File: src/rtl/sdspi_pkg.sv
// Shared constants, types and register map functions for the sigma-delta ADC SPI register slave.
package sdspi_pkg;

    localparam int NUM_REGS   = 57;
    localparam int ADDR_W     = 6;
    localparam int REG_W      = 24;
    localparam int SHIFT_W    = 32;
    localparam int CHAN_W     = 4;
    localparam int CTRL_W     = 16;

    localparam int CHANNEL_REGS_DEF = 16;
    localparam int SETUP_REGS_DEF   = 8;

    // Register addresses.
    localparam logic [ADDR_W-1:0] ADDR_STATUS = 6'h00;
    localparam logic [ADDR_W-1:0] ADDR_CTRL   = 6'h01;
    localparam logic [ADDR_W-1:0] ADDR_DATA   = 6'h02;
    localparam logic [ADDR_W-1:0] ADDR_IOCON1 = 6'h03;
    localparam logic [ADDR_W-1:0] ADDR_IOCON2 = 6'h04;
    localparam logic [ADDR_W-1:0] ADDR_ID     = 6'h05;
    localparam logic [ADDR_W-1:0] ADDR_ERROR  = 6'h06;
    localparam logic [ADDR_W-1:0] ADDR_ERR_EN = 6'h07;
    localparam logic [ADDR_W-1:0] ADDR_MCLK   = 6'h08;
    localparam logic [ADDR_W-1:0] ADDR_CH0    = 6'h09;
    localparam logic [ADDR_W-1:0] ADDR_CFG0   = 6'h19;
    localparam logic [ADDR_W-1:0] ADDR_FILT0  = 6'h21;
    localparam logic [ADDR_W-1:0] ADDR_OFFS0  = 6'h29;
    localparam logic [ADDR_W-1:0] ADDR_GAIN0  = 6'h31;
    localparam logic [ADDR_W-1:0] ADDR_END    = 6'h39;

    // Reset values.
    localparam logic [REG_W-1:0] DEF_ID     = 24'h000002;
    localparam logic [REG_W-1:0] DEF_ERR_EN = 24'h000040;
    localparam logic [REG_W-1:0] DEF_CH0    = 24'h008001;
    localparam logic [REG_W-1:0] DEF_CH     = 24'h000001;
    localparam logic [REG_W-1:0] DEF_CFG    = 24'h000860;
    localparam logic [REG_W-1:0] DEF_FILT   = 24'h060180;
    localparam logic [REG_W-1:0] DEF_OFFS   = 24'h800000;
    localparam logic [REG_W-1:0] DEF_GAIN   = 24'h500000;

    localparam int CTRL_DATA_STATUS_BIT = 10;
    localparam logic [7:0] RESET_BYTE   = 8'hFF;

    // Transfer phases.
    localparam logic [1:0] PH_IDLE  = 2'd0;
    localparam logic [1:0] PH_READ  = 2'd1;
    localparam logic [1:0] PH_WRITE = 2'd2;

    // Item kinds.
    localparam logic OP_SPI  = 1'b0;
    localparam logic OP_CONV = 1'b1;

    typedef struct packed {
        logic capture;
        logic execute;
    } sdspi_cmd_t;

    function automatic logic [2:0] reg_size(input logic [ADDR_W-1:0] a);
        logic [2:0] sz;
        unique case (a)
            ADDR_STATUS, ADDR_ID, ADDR_MCLK:                    sz = 3'd1;
            ADDR_CTRL, ADDR_IOCON2:                             sz = 3'd2;
            ADDR_DATA, ADDR_IOCON1, ADDR_ERROR, ADDR_ERR_EN:    sz = 3'd3;
            default:                                            sz = (a < ADDR_FILT0) ? 3'd2 : 3'd3;
        endcase
        return sz;
    endfunction

    function automatic logic reg_read_only(input logic [ADDR_W-1:0] a);
        return (a == ADDR_STATUS) || (a == ADDR_DATA) || (a == ADDR_ID) ||
               (a == ADDR_ERROR) || (a == ADDR_MCLK);
    endfunction

    function automatic logic [REG_W-1:0] reg_default(input logic [ADDR_W-1:0] a);
        logic [REG_W-1:0] v;
        v = '0;
        if (a == ADDR_ID)                            v = DEF_ID;
        else if (a == ADDR_ERR_EN)                   v = DEF_ERR_EN;
        else if (a == ADDR_CH0)                      v = DEF_CH0;
        else if (a > ADDR_CH0 && a < ADDR_CFG0)      v = DEF_CH;
        else if (a >= ADDR_CFG0 && a < ADDR_FILT0)   v = DEF_CFG;
        else if (a >= ADDR_FILT0 && a < ADDR_OFFS0)  v = DEF_FILT;
        else if (a >= ADDR_OFFS0 && a < ADDR_GAIN0)  v = DEF_OFFS;
        else if (a >= ADDR_GAIN0 && a < ADDR_END)    v = DEF_GAIN;
        return v;
    endfunction

endpackage

File: src/rtl/sdspi_ctrl.sv
// Item controller: sequences the capture and execute cycles of each transfer and strobes results.
module sdspi_ctrl (
    input  logic                clk,
    input  logic                rst_n,
    input  logic                start,
    output logic                busy,
    output logic                done,
    output sdspi_pkg::sdspi_cmd_t cmd
);
    import sdspi_pkg::*;

    localparam logic ST_IDLE = 1'b0;
    localparam logic ST_EXEC = 1'b1;

    logic state_reg;
    logic state_next;
    logic done_reg;
    logic done_next;

    always_comb
    begin
        state_next = state_reg;
        unique case (state_reg)
            ST_IDLE:
            begin
                if (start)
                begin
                    state_next = ST_EXEC;
                end
            end
            ST_EXEC:
            begin
                state_next = ST_IDLE;
            end
            default:
            begin
                state_next = ST_IDLE;
            end
        endcase
        done_next = (state_reg == ST_EXEC);
    end

    always_ff @(posedge clk or negedge rst_n)
    begin
        if (!rst_n)
        begin
            state_reg <= ST_IDLE;
            done_reg  <= 1'b0;
        end
        else
        begin
            state_reg <= state_next;
            done_reg  <= done_next;
        end
    end

    assign busy        = (state_reg == ST_EXEC);
    assign done        = done_reg;
    assign cmd.capture = start && (state_reg == ST_IDLE);
    assign cmd.execute = (state_reg == ST_EXEC);

endmodule

File: src/rtl/sdspi_datapath.sv
// Datapath: register map storage, transfer state, reset-sequence counter and result registers.
module sdspi_datapath #(
    parameter int CHANNEL_REGS = sdspi_pkg::CHANNEL_REGS_DEF,
    parameter int SETUP_REGS   = sdspi_pkg::SETUP_REGS_DEF
) (
    input  logic                  clk,
    input  logic                  rst_n,
    input  sdspi_pkg::sdspi_cmd_t cmd,
    input  logic                  opcode,
    input  logic [7:0]            mosi_byte,
    input  logic [23:0]           conv_data,
    input  logic [3:0]            conv_channel,
    output logic [7:0]            miso_byte,
    output logic                  rdy_n,
    output logic                  por_status,
    output logic                  reset_seen,
    output logic                  cmd_ignored
);
    import sdspi_pkg::*;

    // Captured item.
    logic              op_reg;
    logic [7:0]        mosi_reg;
    logic [REG_W-1:0]  cdata_reg;
    logic [CHAN_W-1:0] cchan_reg;

    // Register map: status, control and data live in flops, the rest in memory.
    logic [REG_W-1:0]  mem [NUM_REGS];
    logic [REG_W-1:0]  rd_data_reg;
    logic [NUM_REGS-1:0] valid_reg, valid_next;
    logic [CHAN_W-1:0] chan_reg, chan_next;
    logic [CTRL_W-1:0] ctrl_reg, ctrl_next;
    logic [REG_W-1:0]  data_reg, data_next;

    // Transfer state.
    logic [1:0]         phase_reg, phase_next;
    logic [ADDR_W-1:0]  addr_reg, addr_next;
    logic [2:0]         left_reg, left_next;
    logic [SHIFT_W-1:0] shift_reg, shift_next;
    logic [2:0]         ones_reg, ones_next;
    logic               rdy_reg, rdy_next;
    logic               por_reg, por_next;

    // Results.
    logic [7:0] miso_reg, miso_next;
    logic       rdy_o_reg, por_o_reg;
    logic       rs_reg, rs_next;
    logic       ign_reg, ign_next;

    // Memory write port.
    logic              mem_we;
    logic [ADDR_W-1:0] mem_waddr;
    logic [REG_W-1:0]  mem_wdata;

    logic [ADDR_W-1:0] cmd_addr;
    logic              cmd_valid;
    logic [REG_W-1:0]  stored_val;
    logic [7:0]        status_byte;
    logic [SHIFT_W-1:0] shifted_in;
    logic [REG_W-1:0]  commit_val;
    logic [2:0]        left_dec;

    assign cmd_addr    = mosi_reg[ADDR_W-1:0];
    assign status_byte = {rdy_reg, 2'b00, por_reg, chan_reg};

    always_comb
    begin
        if (cmd_addr >= ADDR_CH0 && cmd_addr < ADDR_CFG0)
        begin
            cmd_valid = (int'(cmd_addr) - int'(ADDR_CH0)) < CHANNEL_REGS;
        end
        else if (cmd_addr >= ADDR_CFG0 && cmd_addr < ADDR_END)
        begin
            cmd_valid = int'(3'(cmd_addr - ADDR_CFG0)) < SETUP_REGS;
        end
        else
        begin
            cmd_valid = (cmd_addr < ADDR_CH0);
        end
    end

    always_comb
    begin
        stored_val = '0;
        if (cmd_addr == ADDR_CTRL)
        begin
            stored_val = {{(REG_W-CTRL_W){1'b0}}, ctrl_reg};
        end
        else if (int'(cmd_addr) < NUM_REGS)
        begin
            stored_val = valid_reg[cmd_addr] ? rd_data_reg : reg_default(cmd_addr);
        end
    end

    assign shifted_in = {shift_reg[SHIFT_W-9:0], mosi_reg};

    always_comb
    begin
        case (reg_size(addr_reg))
            3'd1:    commit_val = {16'h0000, shifted_in[7:0]};
            3'd2:    commit_val = {8'h00, shifted_in[15:0]};
            default: commit_val = shifted_in[REG_W-1:0];
        endcase
    end

    assign left_dec = (left_reg != 3'd0) ? (left_reg - 3'd1) : 3'd0;

    always_comb
    begin
        valid_next = valid_reg;
        chan_next  = chan_reg;
        ctrl_next  = ctrl_reg;
        data_next  = data_reg;
        phase_next = phase_reg;
        addr_next  = addr_reg;
        left_next  = left_reg;
        shift_next = shift_reg;
        ones_next  = ones_reg;
        rdy_next   = rdy_reg;
        por_next   = por_reg;
        miso_next  = 8'h00;
        rs_next    = 1'b0;
        ign_next   = 1'b0;
        mem_we     = 1'b0;
        mem_waddr  = addr_reg;
        mem_wdata  = commit_val;

        if (op_reg == OP_CONV)
        begin
            data_next = cdata_reg;
            chan_next = cchan_reg;
            rdy_next  = 1'b0;
        end
        else
        begin
            case (phase_reg)
                PH_READ:
                begin
                    if (left_reg == 3'd0 || left_reg > 3'd4)
                    begin
                        phase_next = PH_IDLE;
                        left_next  = 3'd0;
                    end
                    else
                    begin
                        case (left_reg)
                            3'd1:    miso_next = shift_reg[7:0];
                            3'd2:    miso_next = shift_reg[15:8];
                            3'd3:    miso_next = shift_reg[23:16];
                            default: miso_next = shift_reg[31:24];
                        endcase
                        left_next = left_reg - 3'd1;
                        if (left_reg == 3'd1)
                        begin
                            phase_next = PH_IDLE;
                        end
                    end
                end
                PH_WRITE:
                begin
                    shift_next = shifted_in;
                    left_next  = left_dec;
                    if (left_dec == 3'd0)
                    begin
                        if (!reg_read_only(addr_reg) && int'(addr_reg) < NUM_REGS)
                        begin
                            if (addr_reg == ADDR_CTRL)
                            begin
                                ctrl_next = commit_val[CTRL_W-1:0];
                            end
                            else
                            begin
                                mem_we = 1'b1;
                                valid_next[addr_reg] = 1'b1;
                            end
                        end
                        phase_next = PH_IDLE;
                    end
                end
                default:
                begin
                    if (mosi_reg[7] || !cmd_valid)
                    begin
                        ign_next   = 1'b1;
                        phase_next = PH_IDLE;
                    end
                    else
                    begin
                        addr_next  = cmd_addr;
                        left_next  = reg_size(cmd_addr);
                        shift_next = '0;
                        if (mosi_reg[6])
                        begin
                            if (cmd_addr == ADDR_STATUS)
                            begin
                                shift_next = {24'h000000, status_byte};
                                por_next   = 1'b0;
                            end
                            else if (cmd_addr == ADDR_DATA)
                            begin
                                if (ctrl_reg[CTRL_DATA_STATUS_BIT])
                                begin
                                    shift_next = {data_reg, status_byte};
                                    left_next  = 3'd4;
                                end
                                else
                                begin
                                    shift_next = {8'h00, data_reg};
                                end
                                rdy_next = 1'b1;
                            end
                            else
                            begin
                                shift_next = {8'h00, stored_val};
                            end
                            phase_next = PH_READ;
                        end
                        else
                        begin
                            phase_next = PH_WRITE;
                        end
                    end
                end
            endcase

            // Sixty-four consecutive ones restore the whole register map.
            if (mosi_reg == RESET_BYTE)
            begin
                if (ones_reg == 3'd7)
                begin
                    valid_next = '0;
                    chan_next  = '0;
                    ctrl_next  = '0;
                    data_next  = '0;
                    phase_next = PH_IDLE;
                    addr_next  = '0;
                    left_next  = '0;
                    shift_next = '0;
                    rdy_next   = 1'b1;
                    por_next   = 1'b1;
                    ones_next  = '0;
                    rs_next    = 1'b1;
                end
                else
                begin
                    ones_next = ones_reg + 3'd1;
                end
            end
            else
            begin
                ones_next = '0;
            end
        end
    end

    // Item capture and memory read.
    always_ff @(posedge clk)
    begin
        if (cmd.capture)
        begin
            op_reg    <= opcode;
            mosi_reg  <= mosi_byte;
            cdata_reg <= conv_data;
            cchan_reg <= conv_channel;
            if (int'(mosi_byte[ADDR_W-1:0]) < NUM_REGS)
            begin
                rd_data_reg <= mem[mosi_byte[ADDR_W-1:0]];
            end
        end
    end

    always_ff @(posedge clk)
    begin
        if (cmd.execute && mem_we)
        begin
            mem[mem_waddr] <= mem_wdata;
        end
    end

    always_ff @(posedge clk or negedge rst_n)
    begin
        if (!rst_n)
        begin
            valid_reg <= '0;
            chan_reg  <= '0;
            ctrl_reg  <= '0;
            data_reg  <= '0;
            phase_reg <= PH_IDLE;
            addr_reg  <= '0;
            left_reg  <= '0;
            shift_reg <= '0;
            ones_reg  <= '0;
            rdy_reg   <= 1'b1;
            por_reg   <= 1'b1;
        end
        else if (cmd.execute)
        begin
            valid_reg <= valid_next;
            chan_reg  <= chan_next;
            ctrl_reg  <= ctrl_next;
            data_reg  <= data_next;
            phase_reg <= phase_next;
            addr_reg  <= addr_next;
            left_reg  <= left_next;
            shift_reg <= shift_next;
            ones_reg  <= ones_next;
            rdy_reg   <= rdy_next;
            por_reg   <= por_next;
        end
    end

    always_ff @(posedge clk)
    begin
        if (cmd.execute)
        begin
            miso_reg  <= miso_next;
            rdy_o_reg <= rdy_next;
            por_o_reg <= por_next;
            rs_reg    <= rs_next;
            ign_reg   <= ign_next;
        end
    end

    assign miso_byte   = miso_reg;
    assign rdy_n       = rdy_o_reg;
    assign por_status  = por_o_reg;
    assign reset_seen  = rs_reg;
    assign cmd_ignored = ign_reg;

endmodule

File: src/rtl/sigma_delta_adc_spi_register_slave.sv
// Top level of the sigma-delta ADC SPI register slave.
//
// The block models the device side of the converter's byte-level register port.
// An input transfer is accepted at a rising clock edge where start is high and busy
// is low. opcode selects the item: zero carries one SPI byte in mosi_byte, one carries
// a conversion-complete event with conv_data and conv_channel.
// Every accepted item yields exactly one result. The controller enters its execute
// state, and the result registers behind miso_byte, rdy_n, por_status, reset_seen and
// cmd_ignored load at the end of it; done marks the result for one cycle. The
// receiver cannot stall, so results are never held.
// Busy is high while the controller is in its execute state, so the block cannot take a new
// item until the last one has executed. The execute state is needed because the
// register map memory registers its read data when the command byte is captured.
// At reset the controller is idle, the transfer state clears, RDY and POR are set,
// and every register reads its default value. Eight consecutive 0xFF bytes restore
// the same state at once; no clearing pass is needed because per-entry valid bits
// select the default value for entries not written since the last restore.
// CHANNEL_REGS and SETUP_REGS set how many channel and setup registers respond.
module sigma_delta_adc_spi_register_slave #(
    parameter int CHANNEL_REGS = sdspi_pkg::CHANNEL_REGS_DEF,
    parameter int SETUP_REGS   = sdspi_pkg::SETUP_REGS_DEF
) (
    input  logic        clk,
    input  logic        rst_n,
    input  logic        start,
    output logic        busy,
    input  logic        opcode,
    input  logic [7:0]  mosi_byte,
    input  logic [23:0] conv_data,
    input  logic [3:0]  conv_channel,
    output logic        done,
    output logic [7:0]  miso_byte,
    output logic        rdy_n,
    output logic        por_status,
    output logic        reset_seen,
    output logic        cmd_ignored
);
    import sdspi_pkg::*;

    // Commands from the controller to the datapath.
    sdspi_cmd_t cmd;

    // The controller accepts a transfer and runs the execute cycle.
    sdspi_ctrl u_ctrl (
        .clk   (clk),
        .rst_n (rst_n),
        .start (start),
        .busy  (busy),
        .done  (done),
        .cmd   (cmd)
    );

    // The datapath holds the register map and all transfer state.
    sdspi_datapath #(
        .CHANNEL_REGS (CHANNEL_REGS),
        .SETUP_REGS   (SETUP_REGS)
    ) u_datapath (
        .clk          (clk),
        .rst_n        (rst_n),
        .cmd          (cmd),
        .opcode       (opcode),
        .mosi_byte    (mosi_byte),
        .conv_data    (conv_data),
        .conv_channel (conv_channel),
        .miso_byte    (miso_byte),
        .rdy_n        (rdy_n),
        .por_status   (por_status),
        .reset_seen   (reset_seen),
        .cmd_ignored  (cmd_ignored)
    );

endmodule

File: config.mk
export PLATFORM = sky130hd
export DESIGN_NAME = sigma_delta_adc_spi_register_slave
export DESIGN_NICKNAME = d
export VERILOG_FILES = /design/src/rtl/sdspi_pkg.sv /design/src/rtl/sdspi_ctrl.sv /design/src/rtl/sdspi_datapath.sv /design/src/rtl/sigma_delta_adc_spi_register_slave.sv
export SDC_FILE = /design/constraint.sdc
export NUM_CORES = 2
export LEC_CHECK = 0
export BUFFER_PORTS_ARGS = -buffer_cell sky130_fd_sc_hd__buf_2
export CAP_MARGIN = 20
export CORE_MARGIN = 2
export CORE_UTILIZATION = 36
export DETAILED_ROUTE_END_ITERATION = 8
export GPL_TIMING_DRIVEN = 0
export PLACE_DENSITY_LB_ADDON = 0.25
export SYNTH_ARGS = -nofsm -noshare
export SYNTH_HDL_FRONTEND = slang
export SYNTH_SLANG_ARGS = --single-unit
File: constraint.sdc
create_clock -name clk -period 4.4 [get_ports clk]
set_input_delay 0.66 -clock clk [delete_from_list [all_inputs] [get_ports clk]]
set_output_delay 0.66 -clock clk [all_outputs]
set_load 0.05 [all_outputs]
**Word-level counts from Yosys, hierarchy flattened**

Memories as Yosys holds them, arrays and structs flattened. A register that Yosys moved wholly into a read port is not among the register bits.
Index checks and enable logic that the tools add are counted.

- Add/subtract/negate cells: 3
- Magnitude comparators: 21
- Equal/unequal tests: 26
- Mux-type cells: 99
- Bitwise gates (word level): 5
- Reductions and logical operators: 39

Operators with widths:

| kind | count |
|---|---|
| $mux W57 | 6 |
| $mux W24 | 13 |
| $mux W32 | 7 |
| $mux W16 | 6 |
| $pmux W32 S2 | 1 |
| $or A57 B57 Y57 | 1 |
| $eq A6 B3 Y1 const B | 8 |
| $lt A6 B6 Y1 const B | 8 |
| $pmux W24 S2 | 1 |
| $mux W3 | 11 |
| $lt A32 B6 Y1 const B | 1 |
| $mux W1 | 31 |
| $eq A6 B2 Y1 const B | 4 |
| $mux W6 | 4 |
| $pmux W8 S3 | 1 |
| $mux W23 | 1 |
| $eq A6 B4 Y1 const B | 3 |
| $ge A6 B6 Y1 const B | 3 |
| $pmux W3 S3 | 2 |
| $lt A6 B7 Y1 const B | 2 |
| $mux W2 | 7 |
| $eq A6 B1 Y1 const B | 2 |
| $logic_not A6 Y1 | 2 |
| $mux W4 | 3 |
| other kinds (33) | 65 |

- Register bits: 200
- Bits in writable memories: 1,368
- Input bits: 40
- Output and inout port bits: 14
- Logic and storage cells: 216
- Memories: 1

Memories:

| name | depth | bits a word | read ports | clocked after memory_dff | write ports | RTL line | source |
|---|---|---|---|---|---|---|---|
| u_datapath.mem | 57 | 24 | 1 | 1 | 1 | sdspi_datapath.sv:28 | `logic [REG_W-1:0] mem [NUM_REGS];` |

**Logic depth before layout (Yosys ltp)**

- Depth after elaboration: 20
- Mapped depth: 12
- Gate-level depth less buffers: 10

**Hierarchy**

A second synthesis with hierarchy kept.

- Cells, all modules: 3,041
- Area total of the unflattened synthesis: 62,960.4 µm²

By module, submodules not included:

| module | times used | cells an instance | area each (µm²) | sequential area each (µm²) |
|---|---|---|---|---|
| sdspi_datapath | 1 | 3,036 | 62,881.6 | 47,002.6 |
| sdspi_ctrl | 1 | 5 | 78.8 | 50.0 |

**Worst setup path before layout**

No wires, ideal clock.

- Path kind: register to register
- From: reg u_datapath.left_reg[0]
- To: mem u_datapath.mem[56][0] (enable)
- Library setup time: 443 ps
- Arrival time: 3,825 ps
- Required time: 3,957 ps
- Path slack: 132 ps
- Cell stages (with the launch flop): 7
- Buffers on the path: 0
- Period minus slack after synthesis: 4,268 ps
- Cells stage by stage: dfrtp_1 -> inv_1 -> ha_1 -> mux2_4 -> or4b_4 -> a211oi_1 -> nor3b_1

- Longest elaborated chain between the ends: 9
- Elaborated cells on any way between the ends: 10
- Classes of those cells: add/sub: 1; mux: 6; reduce/logical: 3

Ends and longest elaborated chain:

| what | RTL line | source |
|---|---|---|
| from (decl) | sdspi_datapath.sv:38 | `logic [2:0] left_reg, left_next;` |
| from (signal assigned) | sdspi_datapath.sv:304 | `left_reg <= left_next;` |
| $sub A3 B1 Y3 or $reduce_bool A3 Y1 (tied branches) | sdspi_datapath.sv:106 | `assign left_dec = (left_reg != 3'd0) ? (left_reg - 3'd1) : 3'd0;` |
| $mux W3 * | sdspi_datapath.sv:106 |  |
| $logic_not A3 Y1 * | sdspi_datapath.sv:163 | `if (left_dec == 3'd0)` |
| $mux W1 * | sdspi_datapath.sv:163 |  |
| $mux W1 * | sdspi_datapath.sv:136 | `case (phase_reg)` |
| $mux W1 * | sdspi_datapath.sv:128 | `if (op_reg == OP_CONV)` |
| $logic_and A1 B1 Y1 * | sdspi_datapath.sv:274 | `if (cmd.execute && mem_we)` |
| $mux W1 * | sdspi_datapath.sv:274 |  |
| $mux W1 (implied by the code) * | sdspi_datapath.sv:276 | `mem[mem_waddr] <= mem_wdata;` |
| to (decl) | sdspi_datapath.sv:28 |  |

Mark *: on every way between the ends. The rest lies on a longest branch, timed or not.

**Worst setup path after layout**

- From: in mosi_byte[1]
- To: reg u_datapath.rd_data_reg[19], read port of u_datapath.mem, data pin

- Longest elaborated chain between the ends: 2

Ends and longest elaborated chain:

| what | RTL line | source |
|---|---|---|
| from (decl) | sigma_delta_adc_spi_register_slave.sv:28 | `input logic [7:0] mosi_byte,` |
| $lt A6 B6 Y1 | sdspi_datapath.sv:265 | `if (int'(mosi_byte[ADDR_W-1:0]) < NUM_REGS)` |
| $reduce_and A2 Y1 (no source line) | n/a |  |
| to (decl) | sdspi_datapath.sv:29 | `logic [REG_W-1:0] rd_data_reg;` |

Parallel ways exist; a longest one is shown, timed or not.
A chain may end at the register's enable or synchronous reset.

==> impl_metrics.ini <==
[sta]
finClkSkew_ps = 29.0
fmax_mhz = 233
slew_headroom_pct = 25.1
finalCriticalPeriod_ps = 4290
fin_crit_sh_pct = 97.5
rsz0062_at_grt = false
tightestPinTransition_ps = 1120
hold_violations = 0
setup-tns-final_ps = 0
slew_violations = 0
setup_viol = 0

[routing]
drtAntennaViolNets = 0
drt_wl_total_um = 174000
avgRoutedWirePerCell_um = 28.5
drc = 0
firstDrtPassIters = 7
vias = 33400
drt_iter0_drc = 4063
viasPerCell = 5.47

[setup_path]
worstPathRequired_ps = 4850
rr_worst_depth = 11
crit_fanout = 10
reg2reg_to = u_datapath.shift_reg[5]
timing.rr.start = u_datapath.mosi_reg[1]
critPathLaunchType = input pin
path_class = input pin to register
endpoint_kind = register
worst_ep_arrival_time_ps = 4740
r2r_setup_slack_ps = 160

[hold_path]
hp-class = input pin to register
holdPathStages = 1
worstHoldStart = mosi_byte[7]
holdPathEnd = u_datapath.mosi_reg[7]

[cts]
cts_buffers = 166
clk_latency_ps = 780
clockRootBuffer = clkbuf_16
h-tree-depth = 4
path_clk_slew_ps = 60
cts.path.max_buffers = 3
cts_tree = built
clock_sinks = 1592

[yosys]
synth_seq_cells = 1592
yosysSeqAreaShare_pct = 74.4
synth_enable_flop_cells = 1441
synth_area_leaders = edfxtp_1 68%, mux4_2 14%, dfrtp_1 5.9%, mux2_2 1.1%, a22o_1 0.83%
synth_common_cells = 1441 x edfxtp_1, 388 x mux4_2, 149 x dfrtp_1
yosysMostFrequentCell = edfxtp_1
yosysTopAreaCell = edfxtp_1
synth.avg_cell_area_sq_um = 19.9
synth_warnings = 0
ys_types = 74
synthesis.instances = 3174
synth_area_sq_um = 63300
synth-async-reset-ratio_pct = 9.48
synth_ff_type = edfxtp_1
synth_top_area_share_pct = 68.4

[cells_and_area]
nets = 3699
largest_reg_flops = 1368
syn2layout_area_growth_pct = 18.4
drive_above_1_share_pct = 25.4
stdcell_area_sq_um = 74900
postLayoutCoreUtil_pct = 43.0

[pwr]
swShare_pct = 25.9
p_sw_mw = 9.44
p_leak_nw = 24.8
pwr-share-clk_pct = 36.3
comb_power_share_pct = 12.9
power_frac_seq_pct = 50.8
internal-power_mw = 26.9
p_per_area_nw_per_um2 = 486
peakVddDrop_mv = 0.407

[global_route]
grt.total_usage_pct = 19.4
grt_max_degree = 80
antenna_found_initial = 13
grt_pass1_wl_um = 250000
grt_pass1_vias = 33600
grt-ovfl-total = 0

[placement]
portBuffers = 53
placed_area_sq_um = 69600
gp_congestion = 0.921
dpl.hpwl_um = 120000

[run_status]
status = complete, no violations

[job]
maxCapViolations = 0

[floorplanning]
die_height_um = 423
std_cell_rows = 153
die_w_um = 423
initial_core_util_pct = 36.3
dieArea_sq_um = 179000
core_area_sq_um = 174000
io_pins = 54
-- stage by stage --
step	hold slack (ps)	setup WS (ps)	cells	total power, mW
6_report	58.8	109	6111	36.4
3_5_place_dp	454	-678	5788	23.4
5_1_grt	27.0	30.8	6103	37.5
2_1_floorplan	364	132	3317	21.0
3_3_place_gp	466	-2300	5695	23.0
4_1_cts	8.71	141	6087	36.6
-- cells by family (layout without fill, tap and decap cells) --
family | after synthesis | count (layout) | synth area share (%)
DFF | 1592 | 1592 | 74.4
muxes | 503 | 503 | 15.8
AOI/OAI and AO/OA | 456 | 456 | 5.09
and+or+nand+nor | 393 | 394 | 3.06
buffers and inverters | 216 | 676 | 1.46
adders and majority gates | 11 | 11 | 0.218
xor gates and xnor gates | 2 | 2 | 0.0277
other | 1 | 152 | 0.00593
-- worst max path at each step --
stage | endpoint | start | slack (ps)
after floorplan | u_datapath.mem[56][0] | u_datapath.left_reg[0] | 130
after CTS | u_datapath.mem[55][7] | u_datapath.left_reg[0] | 140
final | u_datapath.rd_data_reg[19] | mosi_byte[1] | 110
after detailed placement | u_datapath.rd_data_reg[20] | mosi_byte[1] | -680
after global placement | u_datapath.mem[26][11] | u_datapath.addr_reg[0] | -2300
after global routing | u_datapath.shift_reg[5] | u_datapath.mosi_reg[1] | 30
-- what timing repair did --
action	in CTS	in global routing
endpoints found under the hold margin	77	0
hold buffers	1	0
pin swaps	0	7
setup endpoints to repair	4	269
gates resized for setup	1	3
cloned	0	1
setup buffers	0	9
-- final cells by class --
type                    instances  area, sq um
fillers                     15200        99300
flip-flops and latches       1592        47100
multi-input cells            1510        16300
clock buffers                 228         4500
well taps                    2325         2910
repair buffers                162         2640
plain buffers                 202          868
clock inverters                70          536
inverters                      14         52.6
diodes                          8         20.0
-- layout by cell type, fill, tap and decap left out, drive strengths merged, types with 8 or more instances in the layout --
| cell | n |
|---|---|
| a211oi | 9 |
| dfrtp | 149 |
| o21a | 52 |
| mux2 | 67 |
| nor2 | 105 |
| nand2 | 111 |
| clkinv | 59 |
| a221o | 20 |
| clkbuf | 360 |
| ha | 11 |
| a31oi | 15 |
| mux4 | 388 |
| a22oi | 8 |
| a22o | 60 |
| mux2i | 48 |
| a221oi | 15 |
| o31ai | 32 |
| nand3 | 17 |
| nand2b | 14 |
| diode | 8 |
| o21ai | 80 |
| inv | 17 |
| a21o | 16 |
| edfxtp | 1441 |
| nor2b | 69 |
| o22ai | 34 |
| conb | 144 |
| and2 | 23 |
| a21oi | 71 |
| buf | 231 |
| nor3 | 15 |
| a222oi | 8 |
-- layer usage --
metal  global-route usage (%)  vias up  wire length, um
li1                         -    14000                -
met1                     28.2    17900            76500
met2                     29.8     1299            80200
met3                     3.39      264            12100
met4                     5.84        2             5410
met5                        0        -               10
-- power by group through the flow --
| stage | clock (mW) | combinational, mW | sequential [mW] |
|---|---|---|---|
| after floorplan | 0 | 2.32 | 18.6 |
| after global placement | 0 | 3.97 | 19.0 |
| after detailed placement | 0 | 4.66 | 18.8 |
| after CTS | 13.5 | 4.65 | 18.5 |
| after global routing | 14.1 | 4.98 | 18.5 |
| final | 13.2 | 4.68 | 18.5 |
-- critical path: stages --
cell	delay, ps
buf_2	90
clkbuf_1	470
clkbuf_1	680
clkbuf_1	840
mux4_2	430
mux4_2	520
mux2i_1	710
o21ai_0	300
(Power assumes the default switching activity.)
